===== config.mk =====
export PLATFORM = sky130hd
export DESIGN_NAME = source_line_classifier
export DESIGN_NICKNAME = d
export VERILOG_FILES = /design/src/rtl/core/slc_pkg.sv /design/src/rtl/core/source_line_classifier.sv /design/src/rtl/core/slc_scan.sv /design/src/rtl/core/slc_result.sv
export SDC_FILE = /design/constraint.sdc
export NUM_CORES = 1
export LEC_CHECK = 0
export ABC_AREA = 1
export BUFFER_PORTS_ARGS = -buffer_cell sky130_fd_sc_hd__buf_2
export CAP_MARGIN = 40
export CORE_ASPECT_RATIO = 1.75
export CORE_MARGIN = 4
export CORE_UTILIZATION = 57
export CTS_CLUSTER_SIZE = 40
export DETAILED_ROUTE_END_ITERATION = 8
export PLACE_DENSITY = 0.81
export SLEW_MARGIN = 20
export SYNTH_ARGS = -nofsm -noshare
export SYNTH_HDL_FRONTEND = slang
export SYNTH_SLANG_ARGS = --single-unit

===== constraint.sdc =====
create_clock -name clk -period 2.2 [get_ports clk]
set_clock_uncertainty 0.1 [all_clocks]
set_input_delay 0.11 -clock clk [delete_from_list [all_inputs] [get_ports clk]]
set_output_delay 0.11 -clock clk [all_outputs]
set_load 0.02 [all_outputs]

===== src/rtl/core/slc_pkg.sv =====
// Shared constants, types and helpers for the source line classifier.
package slc_pkg;

  localparam int COUNT_WIDTH = 32;
  localparam int OUT_WIDTH   = 32;

  localparam logic [7:0] CH_TAB     = 8'd9;
  localparam logic [7:0] CH_NEWLINE = 8'd10;
  localparam logic [7:0] CH_CR      = 8'd13;
  localparam logic [7:0] CH_SPACE   = 8'd32;
  localparam logic [7:0] CH_STAR    = 8'd42;
  localparam logic [7:0] CH_SLASH   = 8'd47;
  localparam logic [7:0] CH_SEMI    = 8'd59;

  typedef enum logic [1:0] {
    ST_UNDECIDED = 2'd0,
    ST_COMMENT   = 2'd1,
    ST_CODE      = 2'd2
  } line_status_t;

  typedef enum logic [1:0] {
    CLS_CODE    = 2'd0,
    CLS_COMMENT = 2'd1,
    CLS_BLANK   = 2'd2
  } line_class_t;

  typedef struct packed {
    logic is_comment;
    logic only_spaces;
    logic comment_open;
  } line_evt_t;

  function automatic logic is_ws(input logic [7:0] b);
    return (b == CH_SPACE) || ((b >= CH_TAB) && (b <= CH_CR));
  endfunction

endpackage


===== src/rtl/core/source_line_classifier.sv =====
// Source line classifier top level: input register, scanner, result register.
// Usage:
//   Bytes of source text enter on in_valid / in_stall / char_byte; an item is
//   taken on a clock edge with in_valid high and in_stall low. Each newline
//   yields one result on out_valid / out_stall: line_class, the three
//   saturating counts and comment_open. Other bytes yield no result.
//   asm_mode is written through cfg_valid / cfg_ready (ready always high) and
//   should only change while the block is idle.
// Timing:
//   One byte per cycle sustained, unless a newline waits on a held result (see
//   Stalls). Each byte is captured in the input register; the scanner state
//   and, for a newline, the result register update as it leaves that register.
//   The rate is set by the scanner state loop.
// Stalls:
//   While out_stall holds a result, non-newline bytes keep flowing; a newline
//   waits in the input register and in_stall rises until the result is taken.
// Reset:
//   rst (synchronous) clears the counts, the comment state, asm_mode and all
//   valid flags.
module source_line_classifier (
  input  logic                          clk,
  input  logic                          rst,
  input  logic                          cfg_valid,
  output logic                          cfg_ready,
  input  logic                          asm_mode,
  input  logic                          in_valid,
  output logic                          in_stall,
  input  logic [7:0]                    char_byte,
  output logic                          out_valid,
  input  logic                          out_stall,
  output logic [1:0]                    line_class,
  output logic [slc_pkg::OUT_WIDTH-1:0] lines_seen,
  output logic [slc_pkg::OUT_WIDTH-1:0] comments_seen,
  output logic [slc_pkg::OUT_WIDTH-1:0] blanks_seen,
  output logic                          comment_open
);

  logic               mode_asm;
  logic               s1_valid;
  logic [7:0]         s1_byte;
  logic               s1_newline;
  logic               s1_fire;
  logic               out_free;
  logic               in_take;
  slc_pkg::line_evt_t evt;

  assign cfg_ready  = 1'b1;
  assign s1_newline = (s1_byte == slc_pkg::CH_NEWLINE);
  assign out_free   = !out_valid || !out_stall;
  assign s1_fire    = s1_valid && (!s1_newline || out_free);
  assign in_stall   = s1_valid && !s1_fire;
  assign in_take    = in_valid && !in_stall;

  always_ff @(posedge clk) begin
    if (rst) begin
      mode_asm <= 1'b0;
    end else if (cfg_valid) begin
      mode_asm <= asm_mode;
    end
  end

  always_ff @(posedge clk) begin
    if (rst) begin
      s1_valid  <= 1'b0;
      out_valid <= 1'b0;
    end else begin
      if (in_take) begin
        s1_valid <= 1'b1;
      end else if (s1_fire) begin
        s1_valid <= 1'b0;
      end
      if (s1_fire && s1_newline) begin
        out_valid <= 1'b1;
      end else if (!out_stall) begin
        out_valid <= 1'b0;
      end
    end
  end

  always_ff @(posedge clk) begin
    if (in_take) s1_byte <= char_byte;
  end

  slc_scan u_scan (
    .clk       (clk),
    .rst       (rst),
    .fire      (s1_fire),
    .asm_mode  (mode_asm),
    .char_byte (s1_byte),
    .evt       (evt)
  );

  slc_result u_result (
    .clk           (clk),
    .rst           (rst),
    .load          (s1_fire && s1_newline),
    .evt           (evt),
    .line_class    (line_class),
    .lines_seen    (lines_seen),
    .comments_seen (comments_seen),
    .blanks_seen   (blanks_seen),
    .comment_open  (comment_open)
  );

  a_stall_needs_item: assert property (@(posedge clk) disable iff (rst)
    in_stall |-> (s1_valid && s1_newline && out_valid && out_stall))
    else $error("input stalled without a blocked newline");

  a_newline_gives_result: assert property (@(posedge clk) disable iff (rst)
    (s1_fire && s1_newline) |=> out_valid)
    else $error("newline item gave no result");

  a_no_overwrite: assert property (@(posedge clk) disable iff (rst)
    (out_valid && out_stall) |-> !(s1_fire && s1_newline))
    else $error("held result overwritten");

endmodule


===== src/rtl/core/slc_scan.sv =====
// Per-line scanner: comment and blank tracking state, updated once per item.
module slc_scan (
  input  logic                clk,
  input  logic                rst,
  input  logic                fire,
  input  logic                asm_mode,
  input  logic [7:0]          char_byte,
  output slc_pkg::line_evt_t  evt
);

  logic                  in_comment, in_comment_next;
  slc_pkg::line_status_t line_status, line_status_next;
  logic                  slash_pending, slash_pending_next;
  logic                  star_pending, star_pending_next;
  logic                  only_spaces, only_spaces_next;
  logic                  is_newline;

  assign is_newline = (char_byte == slc_pkg::CH_NEWLINE);

  always_comb begin
    in_comment_next    = in_comment;
    line_status_next   = line_status;
    slash_pending_next = slash_pending;
    star_pending_next  = star_pending;
    only_spaces_next   = only_spaces;
    if (is_newline) begin
      line_status_next   = slc_pkg::ST_UNDECIDED;
      slash_pending_next = 1'b0;
      star_pending_next  = 1'b0;
      only_spaces_next   = 1'b1;
    end else begin
      if (char_byte != slc_pkg::CH_SPACE) only_spaces_next = 1'b0;
      if (asm_mode) begin
        slash_pending_next = 1'b0;
        star_pending_next  = 1'b0;
        if (line_status == slc_pkg::ST_UNDECIDED) begin
          if (char_byte == slc_pkg::CH_SEMI) begin
            line_status_next = slc_pkg::ST_COMMENT;
          end else if (!slc_pkg::is_ws(char_byte)) begin
            line_status_next = slc_pkg::ST_CODE;
          end
        end
      end else if ((line_status == slc_pkg::ST_COMMENT) ||
                   ((line_status == slc_pkg::ST_UNDECIDED) && in_comment)) begin
        line_status_next   = slc_pkg::ST_COMMENT;
        slash_pending_next = 1'b0;
        if (in_comment) begin
          if (star_pending && (char_byte == slc_pkg::CH_SLASH)) begin
            in_comment_next   = 1'b0;
            star_pending_next = 1'b0;
          end else begin
            star_pending_next = (char_byte == slc_pkg::CH_STAR);
          end
        end else begin
          star_pending_next = 1'b0;
        end
      end else if (line_status == slc_pkg::ST_UNDECIDED) begin
        if (slash_pending) begin
          slash_pending_next = 1'b0;
          if (char_byte == slc_pkg::CH_STAR) begin
            in_comment_next   = 1'b1;
            line_status_next  = slc_pkg::ST_COMMENT;
            star_pending_next = 1'b1;
          end else begin
            line_status_next = slc_pkg::ST_CODE;
          end
        end else if (char_byte == slc_pkg::CH_SLASH) begin
          slash_pending_next = 1'b1;
        end else if (!slc_pkg::is_ws(char_byte)) begin
          line_status_next = slc_pkg::ST_CODE;
        end
      end
    end
  end

  // opener seen only as a lone slash does not count
  always_comb begin
    if (asm_mode) begin
      evt.is_comment = (line_status == slc_pkg::ST_COMMENT);
    end else begin
      evt.is_comment = (line_status == slc_pkg::ST_COMMENT) ||
                       ((line_status == slc_pkg::ST_UNDECIDED) && !slash_pending &&
                        in_comment);
    end
    evt.only_spaces  = only_spaces;
    evt.comment_open = in_comment;
  end

  always_ff @(posedge clk) begin
    if (rst) begin
      in_comment    <= 1'b0;
      line_status   <= slc_pkg::ST_UNDECIDED;
      slash_pending <= 1'b0;
      star_pending  <= 1'b0;
      only_spaces   <= 1'b1;
    end else if (fire) begin
      in_comment    <= in_comment_next;
      line_status   <= line_status_next;
      slash_pending <= slash_pending_next;
      star_pending  <= star_pending_next;
      only_spaces   <= only_spaces_next;
    end
  end

  a_newline_clears: assert property (@(posedge clk) disable iff (rst)
    (fire && is_newline) |=>
      (line_status == slc_pkg::ST_UNDECIDED) && only_spaces && !slash_pending &&
      !star_pending)
    else $error("line state not cleared after newline");

  a_pending_exclusive: assert property (@(posedge clk) disable iff (rst)
    !(slash_pending && star_pending))
    else $error("slash and star pending together");

  a_asm_keeps_comment: assert property (@(posedge clk) disable iff (rst)
    (fire && asm_mode) |=> (in_comment == $past(in_comment)))
    else $error("assembler item changed block comment state");

endmodule


===== src/rtl/core/slc_result.sv =====
// Result register: line class, open-comment flag and saturating line counts.
module slc_result (
  input  logic                          clk,
  input  logic                          rst,
  input  logic                          load,
  input  slc_pkg::line_evt_t            evt,
  output logic [1:0]                    line_class,
  output logic [slc_pkg::OUT_WIDTH-1:0] lines_seen,
  output logic [slc_pkg::OUT_WIDTH-1:0] comments_seen,
  output logic [slc_pkg::OUT_WIDTH-1:0] blanks_seen,
  output logic                          comment_open
);

  localparam logic [slc_pkg::COUNT_WIDTH-1:0] COUNT_MAX = '1;

  slc_pkg::line_class_t             cls, cls_next;
  logic                             open_flag;
  logic [slc_pkg::COUNT_WIDTH-1:0]  total_cnt, total_cnt_next;
  logic [slc_pkg::COUNT_WIDTH-1:0]  comment_cnt, comment_cnt_next;
  logic [slc_pkg::COUNT_WIDTH-1:0]  blank_cnt, blank_cnt_next;

  always_comb begin
    comment_cnt_next = comment_cnt;
    blank_cnt_next   = blank_cnt;
    if (evt.is_comment) begin
      cls_next = slc_pkg::CLS_COMMENT;
      if (comment_cnt != COUNT_MAX) comment_cnt_next = comment_cnt + 1'b1;
    end else if (evt.only_spaces) begin
      cls_next = slc_pkg::CLS_BLANK;
      if (blank_cnt != COUNT_MAX) blank_cnt_next = blank_cnt + 1'b1;
    end else begin
      cls_next = slc_pkg::CLS_CODE;
    end
    total_cnt_next = (total_cnt != COUNT_MAX) ? total_cnt + 1'b1 : total_cnt;
  end

  always_ff @(posedge clk) begin
    if (rst) begin
      total_cnt   <= '0;
      comment_cnt <= '0;
      blank_cnt   <= '0;
    end else if (load) begin
      total_cnt   <= total_cnt_next;
      comment_cnt <= comment_cnt_next;
      blank_cnt   <= blank_cnt_next;
    end
  end

  always_ff @(posedge clk) begin
    if (load) begin
      cls       <= cls_next;
      open_flag <= evt.comment_open;
    end
  end

  assign line_class   = cls;
  assign comment_open = open_flag;

  generate
    if (slc_pkg::COUNT_WIDTH >= slc_pkg::OUT_WIDTH) begin : g_trunc
      assign lines_seen    = total_cnt[slc_pkg::OUT_WIDTH-1:0];
      assign comments_seen = comment_cnt[slc_pkg::OUT_WIDTH-1:0];
      assign blanks_seen   = blank_cnt[slc_pkg::OUT_WIDTH-1:0];
    end else begin : g_ext
      assign lines_seen    = {{(slc_pkg::OUT_WIDTH-slc_pkg::COUNT_WIDTH){1'b0}}, total_cnt};
      assign comments_seen = {{(slc_pkg::OUT_WIDTH-slc_pkg::COUNT_WIDTH){1'b0}}, comment_cnt};
      assign blanks_seen   = {{(slc_pkg::OUT_WIDTH-slc_pkg::COUNT_WIDTH){1'b0}}, blank_cnt};
    end
  endgenerate

  a_counts_bounded: assert property (@(posedge clk) disable iff (rst)
    ({1'b0, comment_cnt} + {1'b0, blank_cnt}) <= {1'b0, total_cnt})
    else $error("comment plus blank count exceeds total");

  a_total_moves: assert property (@(posedge clk) disable iff (rst)
    load |=> (total_cnt != '0))
    else $error("total count zero after a line");

  a_counts_hold: assert property (@(posedge clk) disable iff (rst)
    !load |=> $stable(total_cnt) && $stable(comment_cnt) && $stable(blank_cnt))
    else $error("counts changed without a line");

endmodule

==> results_dict.tcl, run 1 <==
set metrics [dict create \
    postPlaceCellArea_um2 7870 \
    layout-area-overhead-vs-synth_pct 24.2 \
    placement.io_buffers 114 \
    coreArea_um2 11900 \
    cp_data_required_time_ps 2440 \
    ioPinCount 116 \
    grt_overflow 0 \
    syn-instance-count 1062 \
    final_min_period_over_clock_period_pct 92.7 \
    reg2reg_slack_ps 160 \
    placement_rows 53 \
    synth_fp_nets 1079 \
    post_synth_most_frequent_cells "sky130_fd_sc_hd__nand2_1 (385), sky130_fd_sc_hd__nor2_1 (116), sky130_fd_sc_hd__dfxtp_1 (105), sky130_fd_sc_hd__a21oi_1 (97), sky130_fd_sc_hd__inv_1 (88)" \
    floorplan.die_area_um2 14100 \
    wirelength_mm 21.2 \
    rr_endpoint "u_result.lines_seen[30]" \
    first_pass_grt_wire_length_mm 34.1 \
    final_design_area_no_fill_um2 8610 \
    first_pass_iters 5 \
    globalRouteMet1Util_pct 28.1 \
    relative_max_transition_margin_pct 54.1 \
    route.detailed.vias_per_inst 5.49 \
    rr_startpoint "u_result.lines_seen[1]" \
    insertion_delay_ps 410 \
    critPathSlowestCell "sky130_fd_sc_hd__dfxtp_1" \
    slew_at_the_pin_closest_to_its_max_slew_limit_ps 684 \
    synth.cell_area_um2 6930 \
    hold_class "input port to flop" \
    root_buffer "sky130_fd_sc_hd__clkbuf_16" \
    worstHoldPathCells 3 \
    synth-edff-count 11 \
    worstPathArrival_ps 2280 \
    ant_nets 0 \
    chipWidth_um 91.3 \
    grtUsageMet2_pct 57.4 \
    post-synth-top-count-cell "sky130_fd_sc_hd__nand2_1" \
    hold_end "mode_asm" \
    fillerInstances 1036 \
    num-nets-final 1245 \
    synth_top_cell_area_share_pct 30.3 \
    max_cap_violations 0 \
    fmax_mhz 490 \
    antenna_found_initial 0 \
    crit_type "flop to flop" \
    grt_pass1_vias 7349 \
    final.min_clock_period_ps 2040 \
    drt-initial-drc-count 313 \
    share_of_final_layout_standard_cells_stronger_than_drive_strength_1_pct 18.4 \
    hpwlAfterDp_mm 15.7 \
    cp_num_buf_inv 2 \
    critPathMaxStageDelay_ps 380 \
    pwr_density_cell_nw_per_um2 585 \
    power.ir.vdd_worst_mv 0.545 \
    clock_tree_from_tritoncts "yes" \
    synth-warning-count 0 \
    synthDistinctLibCells 39 \
    track_usage_pct 30.3 \
    maxSlewViolCount 0 \
    gp_routability_congestion 1.01 \
    synth_flop_cell "sky130_fd_sc_hd__dfxtp_1" \
    asyncSetResetFlopFracSynth_pct 0 \
    yosys_register_bits 116 \
    post_drt_wl_per_cell_um 15.4 \
    post_synth.cell_area_avg_um2 6.52 \
    post-route-drc-count 0 \
    cp_cell_sequence "ha_2 -> nand2_1 -> inv_1 -> nand3_1 -> nor2_4 -> nand2_2 -> nand2_8 -> buf_12 -> nand2_1 -> a21oi_1" \
    power.static_leakage_nw 3.50 \
    timing.final.setup_violations 0 \
    initial_core_util_pct 58.1 \
    critPathMostFrequentCell "sky130_fd_sc_hd__nand2_1" \
    cts_sinks 116 \
    rsz0062_at_grt "no" \
    floorplan_die_height_um 154 \
    endpoint_kind "flop" \
    cts_made_buffers 17 \
    start_kind "flop" \
    timing.final.hold_violations 0 \
    largest_net_degree_at_the_start_of_global_routing 87 \
    rr_worst_depth 10 \
    status "finished clean" \
    seq_area_frac_synth_pct 35.1 \
    cts-root-to-sink-buffers 2 \
    holdCritStartpoint "rst" \
    htree_num_levels 4 \
    grt_most_used_layer "met2" \
    worst-path-max-fanout 20 \
    crit_start "u_result.lines_seen[1]" \
    clk_pin_slew_ps 60 \
    fin_setup_tns_ps 0 \
    synth.top_cells.by_area "sky130_fd_sc_hd__dfxtp_1 (30%), sky130_fd_sc_hd__nand2_1 (21%), sky130_fd_sc_hd__xor2_1 (7.1%)" \
    post-synth-top-area-cell "sky130_fd_sc_hd__dfxtp_1" \
    routed_via_count 7560 \
    num_antenna_cells 0 \
    cp_top_family "simple AND/OR/NAND/NOR gates" \
    grt_util_met3_pct 5.43 \
]
layout make-up:
| class | count | area (µm²) | share of cell area, % |
|---|---|---|---|
| Multi-Input combinational cell | 821 | 3940 | 45.7 |
| Tap cell | 137 | 171 | 1.99 |
| Inverter | 94 | 362 | 4.20 |
| Timing Repair Buffer | 178 | 1120 | 13.0 |
| Clock buffer | 17 | 425 | 4.94 |
| Sequential cell | 116 | 2430 | 28.3 |
| Clock inverter | 15 | 158 | 1.83 |
report_power, final:
group	total [mW]	internal [mW]	switching (mW)	leakage, nW
Sequential	2.17	2.15	0.0155	0.957
Combinational	0.142	0.0500	0.0916	2.27
Clock	2.73	1.67	1.06	0.276
through the flow:
| step | hold slack [ps] | power (mW) | utilization, % | setup WS, ps | instances |
|---|---|---|---|---|---|
| global route | 168 | 5.16 | 72.1 | 10.4 | 1378 |
| finish | 135 | 5.04 | 72.1 | 160 | 1378 |
| global placement | 188 | 2.33 | 65.9 | 187 | 1333 |
| CTS | 133 | 5.06 | 71.8 | 52.8 | 1377 |
| floorplan | 109 | 2.30 | - | 243 | 1062 |
| detailed placement | 188 | 2.33 | 65.9 | 155 | 1333 |
worst register-to-register path, delay by kind of cell (launching register included):
| kind | cells | cell delay, ps |
|---|---|---|
| DFF | 1 | 380 |
| buffers and inverters | 2 | 250 |
| AOI/OAI and AO/OA | 1 | 150 |
| adders and majority gates | 1 | 240 |
| and+or+nand+nor | 6 | 840 |
repair_timing:
action                                 4_1_cts  5_1_grt
endpoints found under the hold margin       11        0
setup endpoints to repair                    0       29
hold buffers                                12        0
gates resized for setup                      0        7
setup buffers                                0        1
how the worst max path moves through the flow:
stage | end | slack (ps) | cells after the start
after floorplan | u_result.lines_seen[24] | 240 | 8
after global placement | u_result.lines_seen[21] | 190 | 10
after detailed placement | u_result.lines_seen[21] | 160 | 10
after CTS | u_result.lines_seen[30] | 50 | 10
after global routing | u_result.lines_seen[30] | 10 | 10
final | u_result.lines_seen[30] | 160 | 10
sequential cells by signal, summed over array words and instances, names as in the netlist, 2 cells and up:
register	flops
u_result.blanks_seen	32
u_result.line_class	2
u_result.comments_seen	32
u_result.lines_seen	32
u_scan.line_status	2
s1_byte	8
kinds of logic after synthesis:
family | count (synthesis) | share of synthesized area [%]
buffers and inverters | 125 | 8.49
adders and majority gates | 3 | 0.542
xor gates and xnor gates | 67 | 8.47
other | 1 | 0.0541
AOI/OAI and AO/OA | 126 | 9.44
DFF | 116 | 35.1
and+or+nand+nor | 624 | 37.9
placed cells by master (no fill, tap or decap), types with 2 or more instances in the layout:
cell type                       synthesis  layout
sky130_fd_sc_hd__inv_2                  2       2
sky130_fd_sc_hd__a21oi_2                2       2
sky130_fd_sc_hd__clkinv_4               1       5
sky130_fd_sc_hd__nor3_1                43      42
sky130_fd_sc_hd__o211ai_1               2       2
sky130_fd_sc_hd__o21ai_0               16      16
sky130_fd_sc_hd__nand2_1              385     385
sky130_fd_sc_hd__nor2_4                 0       2
sky130_fd_sc_hd__nand3_1               31      31
sky130_fd_sc_hd__a21oi_1               97      97
sky130_fd_sc_hd__dfxtp_1              105     104
sky130_fd_sc_hd__dlygate4sd3_1          0      12
sky130_fd_sc_hd__nand2_2                3       3
sky130_fd_sc_hd__buf_12                 0       3
sky130_fd_sc_hd__clkbuf_16              0      17
sky130_fd_sc_hd__buf_2                  4     114
sky130_fd_sc_hd__ha_1                   3       2
sky130_fd_sc_hd__xor2_1                56      56
sky130_fd_sc_hd__nand3_4                3       3
sky130_fd_sc_hd__clkinv_2               1       4
sky130_fd_sc_hd__a21boi_0               2       2
sky130_fd_sc_hd__nor3b_1                5       5
sky130_fd_sc_hd__edfxtp_1              11      11
sky130_fd_sc_hd__inv_1                 88      88
sky130_fd_sc_hd__nand4_1               17      17
sky130_fd_sc_hd__nor2_2                 8       6
sky130_fd_sc_hd__bufinv_16              0       2
sky130_fd_sc_hd__clkinvlp_4             0       4
sky130_fd_sc_hd__nor2_1               116     116
sky130_fd_sc_hd__xnor2_1               11      11
sky130_fd_sc_hd__o21ai_1                4       4
sky130_fd_sc_hd__nand3b_1               7       7
sky130_fd_sc_hd__inv_6                  0       2
sky130_fd_sc_hd__buf_4                  4      48
sky130_fd_sc_hd__nor3_2                 4       5
layer usage:
| metal | vias to the layer above | share of wire (%) |
|---|---|---|
| li1 | 3711 | - |
| met1 | 3455 | 33 |
| met2 | 296 | 54 |
| met3 | 98 | 5.1 |
| met4 | 0 | 7.2 |
| met5 | - | 0 |
No activity file was read; power rests on OpenSTA's default activity.
==> run 2, diff against run 1 <==
--- a/config.mk
+++ b/config.mk
@@ -14,6 +14,7 @@
 export CTS_CLUSTER_SIZE = 40
 export DETAILED_ROUTE_END_ITERATION = 8
 export PLACE_DENSITY = 0.81
+export RECOVER_POWER = 25
 export SLEW_MARGIN = 20
 export SYNTH_ARGS = -nofsm -noshare
 export SYNTH_HDL_FRONTEND = slang
==> run 2 against run 1 <==
  * Critical path depth unchanged
  * Non-clock buffer count unchanged
  * Via count about the same
  * Largest power group unchanged
==> results_dict.tcl, run 2 (synthesized netlist as in run 1, its figures left out) <==
set metrics [dict create \
    instances_no_fill 1378 \
    relative_max_transition_margin_pct 54.7 \
    hpwlAfterDp_mm 15.7 \
    status "finished clean" \
    drt-initial-drc-count 324 \
    cp_data_required_time_ps 2440 \
    ant_nets 0 \
    clock_tree_from_tritoncts "yes" \
    max_cap_violations 0 \
    endpoint_kind "flop" \
    cts_sinks 116 \
    rr_worst_depth 10 \
    hold_end "mode_asm" \
    final.min_clock_period_ps 2030 \
    placement.io_buffers 114 \
    highest_count_cells_in_the_layout_ignoring_fill_and_taps "sky130_fd_sc_hd__nand2_1 (385), sky130_fd_sc_hd__nor2_1 (116), sky130_fd_sc_hd__dfxtp_1 (104)" \
    layout-area-overhead-vs-synth_pct 23.3 \
    cp_cell_sequence "ha_2 -> nand2_1 -> inv_1 -> nand3_1 -> nor2_4 -> nand2_2 -> nand2_8 -> buf_12 -> nand2_1 -> a21oi_1" \
    largest_net_degree_at_the_start_of_global_routing 87 \
    insertion_delay_ps 410 \
    gp_routability_congestion 1.01 \
    slew_at_the_pin_closest_to_its_max_slew_limit_ps 675 \
    fmax_mhz 493 \
    grt_pass1_vias 7349 \
    grt_most_used_layer "met2" \
    routed_via_count 7557 \
    reg2reg_slack_ps 170 \
    htree_num_levels 4 \
    power.ir.vdd_worst_mv 0.550 \
    grt_util_met3_pct 5.43 \
    share_of_final_layout_standard_cells_stronger_than_drive_strength_1_pct 14.4 \
    antenna_found_initial 0 \
    grt_overflow 0 \
    root_buffer "sky130_fd_sc_hd__clkbuf_16" \
    globalRouteMet1Util_pct 28.1 \
    pwr_density_cell_nw_per_um2 590 \
    cts_made_buffers 17 \
    rr_endpoint "u_result.lines_seen[30]" \
    holdCritStartpoint "rst" \
    cts-root-to-sink-buffers 2 \
    chipWidth_um 91.3 \
    ioPinCount 116 \
    grtUsageMet2_pct 57.4 \
    post_drt_wl_per_cell_um 15.4 \
    placement_rows 53 \
    final_min_period_over_clock_period_pct 92.2 \
    track_usage_pct 30.3 \
    post-route-drc-count 0 \
    cp_num_buf_inv 2 \
    floorplan_die_height_um 154 \
    critPathMaxStageDelay_ps 380 \
    floorplan.die_area_um2 14100 \
    fillerInstances 1060 \
    clk_pin_slew_ps 60 \
    wirelength_mm 21.2 \
    hold_class "input port to flop" \
    start_kind "flop" \
    num-nets-final 1245 \
    coreArea_um2 11900 \
    fin_setup_tns_ps 0 \
    worstPathArrival_ps 2260 \
    first_pass_grt_wire_length_mm 34.1 \
    final_design_area_no_fill_um2 8550 \
    critPathSlowestCell "sky130_fd_sc_hd__dfxtp_1" \
    timing.final.hold_violations 0 \
    cp_top_family "simple AND/OR/NAND/NOR gates" \
    worstHoldPathCells 3 \
    total_power_draw_mw 5.04 \
    num_antenna_cells 0 \
    timing.final.setup_violations 0 \
    rsz0062_at_grt "no" \
    power.static_leakage_nw 3.29 \
    cell_count_post_placement 1333 \
    route.detailed.vias_per_inst 5.48 \
    critPathMostFrequentCell "sky130_fd_sc_hd__nand2_1" \
    crit_type "flop to flop" \
    initial_core_util_pct 58.1 \
    worst-path-max-fanout 20 \
    postPlaceCellArea_um2 7870 \
    first_pass_iters 5 \
    rr_startpoint "u_result.lines_seen[1]" \
    maxSlewViolCount 0 \
    final_common_cell "sky130_fd_sc_hd__nand2_1" \
]
## run 2: tightest hold or removal path, cell delays in order
cell and delay [ps]:
sky130_fd_sc_hd__buf_2 130, sky130_fd_sc_hd__buf_12 240, sky130_fd_sc_hd__nor2_1 130
## run 2: layer usage
| layer | wire length [µm] | part of all wire, % |
|---|---|---|
| met5 | 0 | 0 |
| met4 | 1580 | 7.4 |
| met3 | 985 | 4.6 |
| met2 | 11500 | 54 |
| met1 | 7170 | 34 |
## run 2: what timing repair did
action                                 4_1_cts  5_1_grt
setup endpoints to repair                    0       29
buffers inserted                             0        1
resized for setup                            0        7
hold buffers                                12        0
endpoints found under the hold margin       11        0
## run 2: worst max path at each step
stage,startpoint,to,slack [ps],depth (start not counted)
2_1_floorplan,u_result.lines_seen[0],u_result.lines_seen[24],240,8
3_3_place_gp,u_result.lines_seen[0],u_result.lines_seen[21],190,10
3_5_place_dp,u_result.lines_seen[0],u_result.lines_seen[21],160,10
4_1_cts,u_result.lines_seen[0],u_result.lines_seen[30],50,10
5_1_grt,u_result.lines_seen[1],u_result.lines_seen[30],8,10
6_report,u_result.lines_seen[1],u_result.lines_seen[30],170,10
## run 2: per-stage QoR
stage	setup slack [ps]	hold slack, ps	util (%)
6_report	172	136	71.6
5_1_grt	8.19	168	71.6
4_1_cts	52.8	133	71.8
3_5_place_dp	155	188	65.9
3_3_place_gp	187	188	65.9
2_1_floorplan	243	109	-
## run 2: power breakdown
part | leakage (nW) | switching (mW) | total [mW] | internal [mW]
clock network | 0.276 | 1.06 | 2.73 | 1.67
logic | 2.06 | 0.0915 | 0.141 | 0.0497
registers | 0.957 | 0.0156 | 2.17 | 2.15
total | 3.29 | 1.17 | 5.04 | 3.87
## run 2: layout make-up
cell class | count | area (µm²) | area share [%]
repair buffers | 178 | 1060 | 12.4
clock buffers | 17 | 425 | 4.98
inverters | 94 | 362 | 4.23
well taps | 137 | 171 | 2.01
multi-input cells | 821 | 3940 | 46.0
flip-flops and latches | 116 | 2430 | 28.5
clock inverters | 15 | 158 | 1.84
==> run 3, diff against run 2 <==
--- a/config.mk
+++ b/config.mk
@@ -9,11 +9,10 @@
 export BUFFER_PORTS_ARGS = -buffer_cell sky130_fd_sc_hd__buf_2
 export CAP_MARGIN = 40
 export CORE_ASPECT_RATIO = 1.75
-export CORE_MARGIN = 4
 export CORE_UTILIZATION = 57
 export CTS_CLUSTER_SIZE = 40
 export DETAILED_ROUTE_END_ITERATION = 8
-export PLACE_DENSITY = 0.81
+export PLACE_DENSITY = 0.79
 export RECOVER_POWER = 25
 export SLEW_MARGIN = 20
 export SYNTH_ARGS = -nofsm -noshare
==> run 3 against run 2 <==
  * Sequential power is essentially flat
  * Global-route usage up 3.7 points
  * Final area decreased by 0.72%
==> results_dict.tcl, run 3 (synthesized netlist as in run 1, its figures left out) <==
set metrics [dict create \
    status "finished clean" \
    worstPathArrival_ps 2310 \
    holdCritStartpoint "rst" \
    antenna_found_initial 0 \
    cts-root-to-sink-buffers 2 \
    post-route-drc-count 0 \
    root_buffer "sky130_fd_sc_hd__clkbuf_16" \
    hpwlAfterDp_mm 15.4 \
    cell_count_post_placement 1317 \
    grt_most_used_layer "met2" \
    power.ir.vdd_worst_mv 0.447 \
    sequentialPowerShare_pct 42.6 \
    post_drt_wl_per_cell_um 15.6 \
    hold_end "mode_asm" \
    pwr_density_cell_nw_per_um2 601 \
    sw_frac_of_total_pct 22.1 \
    slew_at_the_pin_closest_to_its_max_slew_limit_ps 699 \
    critPathSlowestCell "sky130_fd_sc_hd__dfxtp_1" \
    routed_via_count 7500 \
    worst-path-max-fanout 23 \
    critPathMostFrequentCell "sky130_fd_sc_hd__nand2_1" \
    rr_startpoint "u_result.lines_seen[0]" \
    clock_tree_from_tritoncts "yes" \
    first_pass_grt_wire_length_mm 33.2 \
    cp_data_required_time_ps 2430 \
    final_common_cell "sky130_fd_sc_hd__nand2_1" \
    finalCoreUtilization_pct 72.4 \
    reg2reg_slack_ps 120 \
    grt_util_met3_pct 6.70 \
    coreArea_um2 11700 \
    power.combinational.fraction_pct 2.8 \
    insertion_delay_ps 410 \
    pre_cts_setup_slack_ps 166 \
    cp_cell_sequence "ha_2 -> nand2_1 -> inv_1 -> nand3_1 -> nor2_4 -> nand2_2 -> nand2_8 -> buf_12 -> nand2_1 -> a21oi_1" \
    hold_class "input port to flop" \
    instances_no_fill 1361 \
    max_cap_violations 0 \
    final_design_area_no_fill_um2 8480 \
    num_antenna_cells 0 \
    endpoint_kind "flop" \
    postCtsSetupBuffers 0 \
    power.static_leakage_nw 3.23 \
    maxSlewViolCount 0 \
    relative_max_transition_margin_pct 53.1 \
    hold_ws_ps 131 \
    floorplan_die_height_um 148 \
    fmax_mhz 480 \
    wirelength_mm 21.2 \
    crit_type "flop to flop" \
    cts_made_buffers 17 \
    placement.io_buffers 114 \
    floorplan.die_area_um2 12600 \
    worstHoldPathCells 3 \
    placement_rows 52 \
    grtUsageMet2_pct 65.9 \
    ioPinCount 116 \
    share_of_final_layout_standard_cells_stronger_than_drive_strength_1_pct 13.2 \
    clk_pin_slew_ps 60 \
    clockPowerShare_pct 54.7 \
    fin_setup_tns_ps 0 \
    num-nets-final 1230 \
    ant_nets 0 \
    gp_routability_congestion 0.959 \
    drt-initial-drc-count 463 \
    switching_power_mw 1.12 \
    final.min_clock_period_ps 2080 \
    initial_core_util_pct 59.2 \
    postPlaceCellArea_um2 7810 \
    highest_count_cells_in_the_layout_ignoring_fill_and_taps "sky130_fd_sc_hd__nand2_1 (385), sky130_fd_sc_hd__nor2_1 (116), sky130_fd_sc_hd__dfxtp_1 (105)" \
    final_min_period_over_clock_period_pct 94.7 \
    track_usage_pct 33.9 \
    rr_endpoint "u_result.lines_seen[30]" \
    total_power_draw_mw 5.10 \
    grt_overflow 0 \
    critPathMaxStageDelay_ps 430 \
    grt_pass1_vias 7211 \
    timing.final.setup_violations 0 \
    start_kind "flop" \
    largest_net_degree_at_the_start_of_global_routing 87 \
    chipWidth_um 85.3 \
    p_int_mw 3.97 \
    timing.final.hold_violations 0 \
    layout-area-overhead-vs-synth_pct 22.4 \
    cts_sinks 116 \
    first_pass_iters 5 \
    rr_worst_depth 10 \
    rsz0062_at_grt "no" \
    layout_setup_ws_ps 118 \
    route.detailed.vias_per_inst 5.51 \
    globalRouteMet1Util_pct 29.9 \
    htree_num_levels 4 \
]
run 3: worst max path at each step:
stage | slack (ps) | endpoint | startpoint | cells after the start
floorplan | 240 | u_result.lines_seen[24] | u_result.lines_seen[0] | 8
global placement | 220 | u_result.lines_seen[13] | u_result.lines_seen[1] | 10
detailed placement | 170 | u_result.lines_seen[28] | u_result.lines_seen[1] | 10
CTS | 80 | u_result.lines_seen[30] | u_result.lines_seen[0] | 10
global route | 4 | u_result.comments_seen[22] | u_result.comments_seen[0] | 10
finish | 120 | u_result.lines_seen[30] | u_result.lines_seen[0] | 10
run 3: critical path: cells and delay by family (launching register included):
kind	cells	cell delay [ps]
adders and majority gates	1	240
buffers and inverters	2	230
AOI/OAI and AO/OA	1	180
DFF	1	430
and+or+nand+nor	6	820
run 3: area by class of cell:
cell class,count,area (µm²)
Multi-Input combinational cell,821,3930
Fill cell,1040,3230
Sequential cell,116,2430
Timing Repair Buffer,163,997
Clock buffer,18,429
Inverter,94,364
Tap cell,135,169
Clock inverter,14,163
run 3: repair_timing:
item | 4_1_cts | 5_1_grt
gates resized for setup | 0 | 5
hold endpoints to repair | 11 | 0
endpoints found under the setup margin | 0 | 20
hold buffers | 12 | 0
run 3: power groups by stage:
stage                     sequential [mW]  clock [mW]  combinational (mW)
after detailed placement             2.21           0               0.121
after global routing                 2.17        2.91               0.156
after global placement               2.21           0               0.119
after floorplan                      2.21           0              0.0855
final                                2.17        2.79               0.141
after CTS                            2.17        2.81               0.139
run 3: metal layers:
metal | wire length [µm] | vias up
met1 | 7200 | 3456
met4 | 1460 | 0
li1 | - | 3683
met5 | 0 | -
met3 | 911 | 97
met2 | 11600 | 264
